<file path="src/rtl/fmg_pkg.sv">
// fmg_pkg: types and constants for the fuzzy membership grade unit.
// No dependencies; used by fuzzy_membership_grade_unit.
package fmg_pkg;

  localparam int VAL_W     = 16;
  localparam int GRADE_W   = 9;
  localparam int CFG_IDX_W = 3;
  localparam int CFG_W     = 16;
  localparam int MAX_POINTS = 3;
  localparam int PROD_W    = VAL_W + GRADE_W;
  localparam int DIV_STEPS = GRADE_W;

  typedef logic signed [VAL_W-1:0] pt_t;
  typedef logic [GRADE_W-1:0]      grade_t;
  typedef logic [CFG_IDX_W-1:0]    cfg_idx_t;
  typedef logic [VAL_W-1:0]        dist_t;
  typedef logic [PROD_W-1:0]       prod_t;

  localparam cfg_idx_t CFG_POINT_0 = 3'd0;
  localparam cfg_idx_t CFG_GRADE_0 = 3'd3;

  localparam pt_t    POINT_RESET [MAX_POINTS] = '{16'sd3840, 16'sd4608, 16'sd5120};
  localparam grade_t GRADE_RESET [MAX_POINTS] = '{9'd256, 9'd256, 9'd0};

  typedef struct packed {
    pt_t    q;
    pt_t    xa;
    pt_t    xb;
    grade_t ya;
    grade_t yb;
    logic   is_const;
    grade_t cval;
  } seg_t;

  typedef struct packed {
    dist_t  a;
    grade_t dy;
    dist_t  dx;
    grade_t base;
    logic   is_const;
    grade_t cval;
  } prep_t;

  typedef struct packed {
    prod_t  rem;
    dist_t  dx;
    grade_t quo;
    grade_t base;
    logic   is_const;
    grade_t cval;
  } div_t;

endpackage

</file>
<file path="src/rtl/fuzzy_membership_grade_unit.sv">
// fuzzy_membership_grade_unit: piecewise-linear membership grade, pipelined.
// Depends on fmg_pkg.
//
//   channel   signals                               role
//   in        in_valid, in_ready, query_value       value to grade, Q8.8 signed
//   out       out_valid, out_ready, membership      grade in 1/256 units
//   cfg       cfg_write, cfg_index, cfg_data        breakpoints and grades
//
// One transfer per cycle unless stalled. Stages: segment select, operand prep,
// multiply, nine restoring-divide steps (one quotient bit each), output add.
// Reset clears all valid bits and restores the breakpoint and grade registers.
// Each stage holds while the stage after it is full and held; bubbles collapse.
module fuzzy_membership_grade_unit #(
  parameter int NUM_POINTS = 3
) (
  input  logic                          clk,
  input  logic                          rst,
  input  logic                          in_valid,
  output logic                          in_ready,
  input  logic signed [fmg_pkg::VAL_W-1:0] query_value,
  output logic                          out_valid,
  input  logic                          out_ready,
  output logic [fmg_pkg::GRADE_W-1:0]   membership,
  input  logic                          cfg_write,
  input  logic [fmg_pkg::CFG_IDX_W-1:0] cfg_index,
  input  logic [fmg_pkg::CFG_W-1:0]     cfg_data
);

  localparam int NSTAGE   = fmg_pkg::DIV_STEPS + 4;
  localparam int DIV_BASE = 3;

  fmg_pkg::pt_t    points [NUM_POINTS];
  fmg_pkg::grade_t grades [NUM_POINTS];

  logic vld [NSTAGE];
  logic rdy [NSTAGE];

  fmg_pkg::seg_t  s1, s1_next;
  fmg_pkg::prep_t s2, s2_next;
  fmg_pkg::div_t  dv [fmg_pkg::DIV_STEPS+1];
  fmg_pkg::grade_t out_grade;

  always_ff @(posedge clk) begin
    if (rst) begin
      for (int i = 0; i < NUM_POINTS; i++) begin
        points[i] <= fmg_pkg::POINT_RESET[i];
        grades[i] <= fmg_pkg::GRADE_RESET[i];
      end
    end else if (cfg_write) begin
      for (int i = 0; i < NUM_POINTS; i++) begin
        if (cfg_index == fmg_pkg::cfg_idx_t'(fmg_pkg::CFG_POINT_0 + fmg_pkg::cfg_idx_t'(i)))
          points[i] <= cfg_data[fmg_pkg::VAL_W-1:0];
        if (cfg_index == fmg_pkg::cfg_idx_t'(fmg_pkg::CFG_GRADE_0 + fmg_pkg::cfg_idx_t'(i)))
          grades[i] <= cfg_data[fmg_pkg::GRADE_W-1:0];
      end
    end
  end

  always_comb begin
    for (int k = 0; k < NSTAGE - 1; k++)
      rdy[k] = !vld[k] || rdy[k+1];
    rdy[NSTAGE-1] = !vld[NSTAGE-1] || out_ready;
  end

  assign in_ready   = rdy[0];
  assign out_valid  = vld[NSTAGE-1];
  assign membership = out_grade;

  always_ff @(posedge clk) begin
    if (rst) begin
      for (int k = 0; k < NSTAGE; k++)
        vld[k] <= 1'b0;
    end else begin
      if (rdy[0])
        vld[0] <= in_valid;
      for (int k = 1; k < NSTAGE; k++)
        if (rdy[k])
          vld[k] <= vld[k-1];
    end
  end

  // Segment select
  always_comb begin
    logic found;
    found            = 1'b0;
    s1_next.q        = query_value;
    s1_next.xa       = points[0];
    s1_next.xb       = points[0];
    s1_next.ya       = grades[0];
    s1_next.yb       = grades[0];
    s1_next.is_const = 1'b1;
    s1_next.cval     = grades[NUM_POINTS-1];
    if (query_value < points[0]) begin
      found        = 1'b1;
      s1_next.cval = grades[0];
    end
    for (int i = 0; i < NUM_POINTS - 1; i++) begin
      if (!found && query_value >= points[i] && query_value <= points[i+1]) begin
        found            = 1'b1;
        s1_next.xa       = points[i];
        s1_next.xb       = points[i+1];
        s1_next.ya       = grades[i];
        s1_next.yb       = grades[i+1];
        s1_next.is_const = 1'b0;
      end
    end
  end

  // Operand prep
  always_comb begin
    logic signed [fmg_pkg::VAL_W:0] up, down, span;
    logic rising, flat;
    up     = {s1.q[fmg_pkg::VAL_W-1], s1.q} - {s1.xa[fmg_pkg::VAL_W-1], s1.xa};
    down   = {s1.xb[fmg_pkg::VAL_W-1], s1.xb} - {s1.q[fmg_pkg::VAL_W-1], s1.q};
    span   = {s1.xb[fmg_pkg::VAL_W-1], s1.xb} - {s1.xa[fmg_pkg::VAL_W-1], s1.xa};
    rising = s1.ya < s1.yb;
    flat   = (s1.xa == s1.xb) || (s1.ya == s1.yb);
    s2_next.a        = rising ? up[fmg_pkg::VAL_W-1:0] : down[fmg_pkg::VAL_W-1:0];
    s2_next.dy       = rising ? s1.yb - s1.ya : s1.ya - s1.yb;
    s2_next.dx       = span[fmg_pkg::VAL_W-1:0];
    s2_next.base     = rising ? s1.ya : s1.yb;
    s2_next.is_const = s1.is_const || flat;
    s2_next.cval     = s1.is_const ? s1.cval : s1.ya;
  end

  always_ff @(posedge clk) begin
    if (rdy[0])
      s1 <= s1_next;
    if (rdy[1])
      s2 <= s2_next;
    if (rdy[2]) begin
      dv[0].rem      <= {{fmg_pkg::GRADE_W{1'b0}}, s2.a} *
                        {{fmg_pkg::VAL_W{1'b0}}, s2.dy};
      dv[0].dx       <= s2.dx;
      dv[0].quo      <= '0;
      dv[0].base     <= s2.base;
      dv[0].is_const <= s2.is_const;
      dv[0].cval     <= s2.cval;
    end
  end

  for (genvar j = 0; j < fmg_pkg::DIV_STEPS; j++) begin : g_div
    localparam int SHIFT = fmg_pkg::DIV_STEPS - 1 - j;
    fmg_pkg::prod_t sub;
    logic           ge;
    assign sub = {{fmg_pkg::GRADE_W{1'b0}}, dv[j].dx} << SHIFT;
    assign ge  = dv[j].rem >= sub;
    always_ff @(posedge clk) begin
      if (rdy[DIV_BASE+j]) begin
        dv[j+1].rem      <= ge ? dv[j].rem - sub : dv[j].rem;
        dv[j+1].dx       <= dv[j].dx;
        dv[j+1].quo      <= {dv[j].quo[fmg_pkg::GRADE_W-2:0], ge};
        dv[j+1].base     <= dv[j].base;
        dv[j+1].is_const <= dv[j].is_const;
        dv[j+1].cval     <= dv[j].cval;
      end
    end
  end

  always_ff @(posedge clk) begin
    logic [fmg_pkg::GRADE_W:0] sum;
    sum = {1'b0, dv[fmg_pkg::DIV_STEPS].base} + {1'b0, dv[fmg_pkg::DIV_STEPS].quo};
    if (rdy[NSTAGE-1])
      out_grade <= dv[fmg_pkg::DIV_STEPS].is_const ? dv[fmg_pkg::DIV_STEPS].cval
                                                   : sum[fmg_pkg::GRADE_W-1:0];
  end

endmodule
</file>
<file path="config.mk">
export PLATFORM = sky130hd
export DESIGN_NAME = fuzzy_membership_grade_unit
export DESIGN_NICKNAME = d
export VERILOG_FILES = /design/src/rtl/fmg_pkg.sv /design/src/rtl/fuzzy_membership_grade_unit.sv
export SDC_FILE = /design/constraint.sdc
export NUM_CORES = 2
export LEC_CHECK = 0
export ABC_AREA = 1
export ABC_CLOCK_PERIOD_IN_PS = 9600
export BUFFER_PORTS_ARGS = -buffer_cell sky130_fd_sc_hd__buf_2
export CORE_UTILIZATION = 25
export CTS_CLUSTER_DIAMETER = 200
export CTS_CLUSTER_SIZE = 12
export DETAILED_ROUTE_END_ITERATION = 12
export GPL_ROUTABILITY_DRIVEN = 0
export PLACE_DENSITY = 0.42
export SLEW_MARGIN = 20
export SYNTH_ARGS = -nofsm -noshare
export SYNTH_HDL_FRONTEND = slang
export SYNTH_SLANG_ARGS = --single-unit
export TNS_END_PERCENT = 30
</file>
<file path="constraint.sdc">
create_clock -name clk -period 9.6 [get_ports clk]
set_input_delay 0 -clock clk [delete_from_list [all_inputs] [get_ports clk]]
set_output_delay 0 -clock clk [all_outputs]
set_load 0.005 [all_outputs]
</file>
==> out/results.txt <==
The flow ran to the end, but the final reports show violations. The checks that failed: DRC. sky130_fd_sc_hd__edfxtp_1 takes more of the synthesized area than any other cell. CTS saw 837 sinks. After detailed routing, the number of remaining DRC violations is 4. Excluding fillers, the count of instances in the completed layout stands at 7328. After the first detailed-routing iteration, the DRC count stood at 1793. Counting every net in the synthesized netlist gives 5192.

Synthesis handed over a netlist of 4732 instances. After detailed routing, the met2 layer carries 62700 microns of wire. The count of nets left with antenna violations after detail routing was 0.

Category of the most critical setup path: reg -> out. The netlist area before placement is 47400 sq um, and the die span in x is 437 microns. The number of warnings reported in the yosys synthesis log was 0; the routed wirelength normalized by instance count was 16.9 microns. The run gives 32500 as the number of global-route vias before repair. The tools report the total count of max-transition violations in the final report as 0. Post-detailed-placement half-perimeter wirelength: 96100 microns. TritonCTS built the clock tree. The die is 437 microns tall. The startpoint identified for the worst hold timing path is query_value[0]. Counting along the longest clock path gives a buffer depth of 3. The area share of the largest cell type after synthesis was 53.1%. Clock-pin slew was measured on the worst setup and hold paths at 60 ps. Summing the sequential cell areas from Yosys gives 53.1% of the chip area.

The tools report the final setup violation count as 0. The worst setup path is captured at an output port. The routed design has 124000 microns of wire.

The launching point of the worst reg2reg path is s2[37]. The flip-flop and latch count after synthesis works out to 837. The post-synthesis cell type count is 57, and the relative area change from synthesis to final layout is 11.8%. The run gives 1 as the initial antenna violation count.

The worst hold path stage count works out to 2. In this run, placement finished with an instance count of 7199. Before antenna repair, the detailed router went through 9 iterations. The first element of the critical path is vld[1][4]. Final-layout setup total negative slack: 0 ps. Setup repair after global routing left no endpoint under its margin. For the pin with the worst max-slew slack, the measured transition is 1040 ps. The logs give 3540 microns for the sum of met3 wire segment lengths after detailed routing and 51 for the number of placed I/O pins. The average size of a mapped cell came out at 10.0 sq um.

The detailed-route vias per instance was 4.31. The count of H-tree levels built during CTS came out at 3. The tools report the post-cts resize count as 0. The initial core utilization came out at 25.2%. The share of the cycle needed by the critical path after routing works out to 55.2%. The first global-routing pass estimated 192000 microns of wire.

Clock tree synthesis inserted a total of 79 buffers. The tools report the sum of overflow across all layers after global routing as 0. Number of antenna repair diodes: 0.

The net count of the finished layout is 5287. Peak fanout along the critical path: 77. Classification of the worst-slack hold path: in -> reg. The die covers 191000 sq um. The worst pin sits at a relative slew slack of 30.3%. STA puts the critical path data required time at 9600 ps. Ranked by total cell area, the synthesized netlist is headed by sky130_fd_sc_hd__edfxtp_1 53%, sky130_fd_sc_hd__nand2_1 8.3%, sky130_fd_sc_hd__ha_1 8.1%, sky130_fd_sc_hd__inv_1 6.1%, sky130_fd_sc_hd__fa_1 4.8%. The proportion of layout cells with a drive suffix above 1 was 5.38%. The later pin in the worst-skew pair is clocked with a latency of 690 ps. After floorplanning, the core was divided into 159 placement rows.

The maximum achievable frequency was 189 MHz; the count of port buffers added during placement was 50. The tree is rooted in a sky130_fd_sc_hd__clkbuf_16. The worst-case reg-to-reg path depth is 16, and the largest net degree at the start of global routing is 78. STA puts the critical path data arrival time at 5300 ps.

For the number of vias in the routed layout, the log shows 31600. The detailed router put a total of 54300 microns of wire on met1. STA classifies the critical path startpoint as a flip-flop. The worst path needs 5300 ps of the cycle, external delays included.

The number of violations of the max-capacitance limit was 0. Routed signal wires occupy layers up through met4. The global router's overall resource usage is 13.0%, and the standard cell core area is 188000 sq um. The number of endpoints with negative hold slack in the final report was 0; the final setup skew was 58.4 ps.
==> sequential cells by signal, summed over array words and instances, names as in the netlist <==
name and flops:
dv 604, s1 76, grades 27, s2 60
membership 9, points 48, vld 13
==> stage by stage <==
stage	cell area [sq um]	utilization [%]	hold WS [ps]	worst slack, ps
final	53000	28.2	139	4300
after detailed placement	50400	26.8	284	4700
after global routing	53000	28.2	87.6	3680
after floorplan	47400	-	98.9	1380
after global placement	50400	26.8	284	4770
after CTS	53000	28.2	82.6	3980
==> cells in the final DEF, fill, tap and decap left out, types with 9 or more instances in the layout <==
| master | instances |
|---|---|
| sky130_fd_sc_hd__nand2_1 | 1049 |
| sky130_fd_sc_hd__edfxtp_1 | 837 |
| sky130_fd_sc_hd__inv_1 | 763 |
| sky130_fd_sc_hd__ha_1 | 307 |
| sky130_fd_sc_hd__nor2_1 | 278 |
| sky130_fd_sc_hd__a21oi_1 | 272 |
| sky130_fd_sc_hd__nand3_1 | 185 |
| sky130_fd_sc_hd__o21ai_1 | 172 |
| sky130_fd_sc_hd__o21ai_0 | 117 |
| sky130_fd_sc_hd__fa_1 | 113 |
| sky130_fd_sc_hd__xor2_1 | 95 |
| sky130_fd_sc_hd__clkbuf_16 | 80 |
| sky130_fd_sc_hd__xnor2_1 | 73 |
| sky130_fd_sc_hd__nand4_1 | 61 |
| sky130_fd_sc_hd__buf_2 | 50 |
| sky130_fd_sc_hd__dlygate4sd3_1 | 42 |
| sky130_fd_sc_hd__nor3_1 | 40 |
| sky130_fd_sc_hd__nand3_2 | 31 |
| sky130_fd_sc_hd__inv_2 | 28 |
| sky130_fd_sc_hd__a21o_1 | 26 |
| sky130_fd_sc_hd__nor4_1 | 25 |
| sky130_fd_sc_hd__o21bai_1 | 20 |
| sky130_fd_sc_hd__a31oi_1 | 15 |
| sky130_fd_sc_hd__buf_4 | 15 |
| sky130_fd_sc_hd__nand3b_1 | 14 |
| sky130_fd_sc_hd__o211ai_1 | 12 |
| sky130_fd_sc_hd__or2_2 | 11 |
| sky130_fd_sc_hd__a211oi_1 | 9 |
==> synth_stat cells (all sizes together) <==
cell type	n
a21o	26
and3	5
clkbuf	55
o21bai	21
nor2	284
buf	38
ha	307
nor3	42
nand4	62
nand2	1062
nand3	217
o311ai	3
xnor2	73
a211oi	9
a41oi	2
a21oi	275
inv	792
xor2	95
o21ai	297
edfxtp	837
fa	113
o2111ai	1
o21a	8
o41ai	1
nand3b	14
or2	19
o211ai	12
a31oi	16
clkinv	1
a21boi	15
o31ai	1
and2	1
nor4	25
mux2i	3
==> path summary, 6_finish.rpt <==
kind | endpoint | slack [ps]
hold / removal | s1[60] | 140
setup reg to reg | dv[0][64] | 4720
hold reg to reg | dv[4][77] | 380
setup / recovery | in_ready | 4300
==> layout make-up <==
class | instances | area [sq um]
clock buffer | 80 | 2000
clock inverter | 7 | 140
fill | 19800 | 135000
inverter | 793 | 2980
multi-input combinational | 3009 | 18800
sequential | 837 | 25100
tap | 2495 | 3120
timing repair buffer | 107 | 783
==> per-layer routing <==
layer / track usage [%] / vias to the layer above
met3: 1.64 / 159
li1: - / 16000
met2: 23.7 / 504
met1: 15.9 / 15000
met4: 3.55 / 0
met5: 0 / -
==> cells by family after synthesis <==
kind of cell | Yosys count | synth area share, %
AND/OR/NAND/NOR | 1731 | 15.6
AO/OA/AOI/OAI | 687 | 7.94
buffers and inverters | 886 | 7.32
multiplexers | 3 | 0.0634
adder cells (fa/ha/maj) | 420 | 12.9
flip-flops | 837 | 53.1
XOR/XNOR | 168 | 3.11
==> critical path: stages (launching register included) <==
cell,delay (ps)
sky130_fd_sc_hd__edfxtp_1,410
sky130_fd_sc_hd__nand3_2,630
sky130_fd_sc_hd__nor2_2,440
sky130_fd_sc_hd__nand2_4,540
sky130_fd_sc_hd__nor2_4,390
sky130_fd_sc_hd__nand2_4,120
sky130_fd_sc_hd__nor2_4,170
sky130_fd_sc_hd__nand2_2,50
sky130_fd_sc_hd__buf_4,380
sky130_fd_sc_hd__nor2_4,310
sky130_fd_sc_hd__nand4_4,130
sky130_fd_sc_hd__inv_2,120
sky130_fd_sc_hd__nand2_4,480
sky130_fd_sc_hd__buf_2,360
==> what timing repair did <==
action,in CTS,in global routing
endpoints found under the setup margin,0,0
hold endpoints to repair,99,0
hold buffers,42,0
buffers inserted,0,0
Power is not shown: default switching activity piles up to over one toggle a cycle in this logic, so the estimate is an artifact.
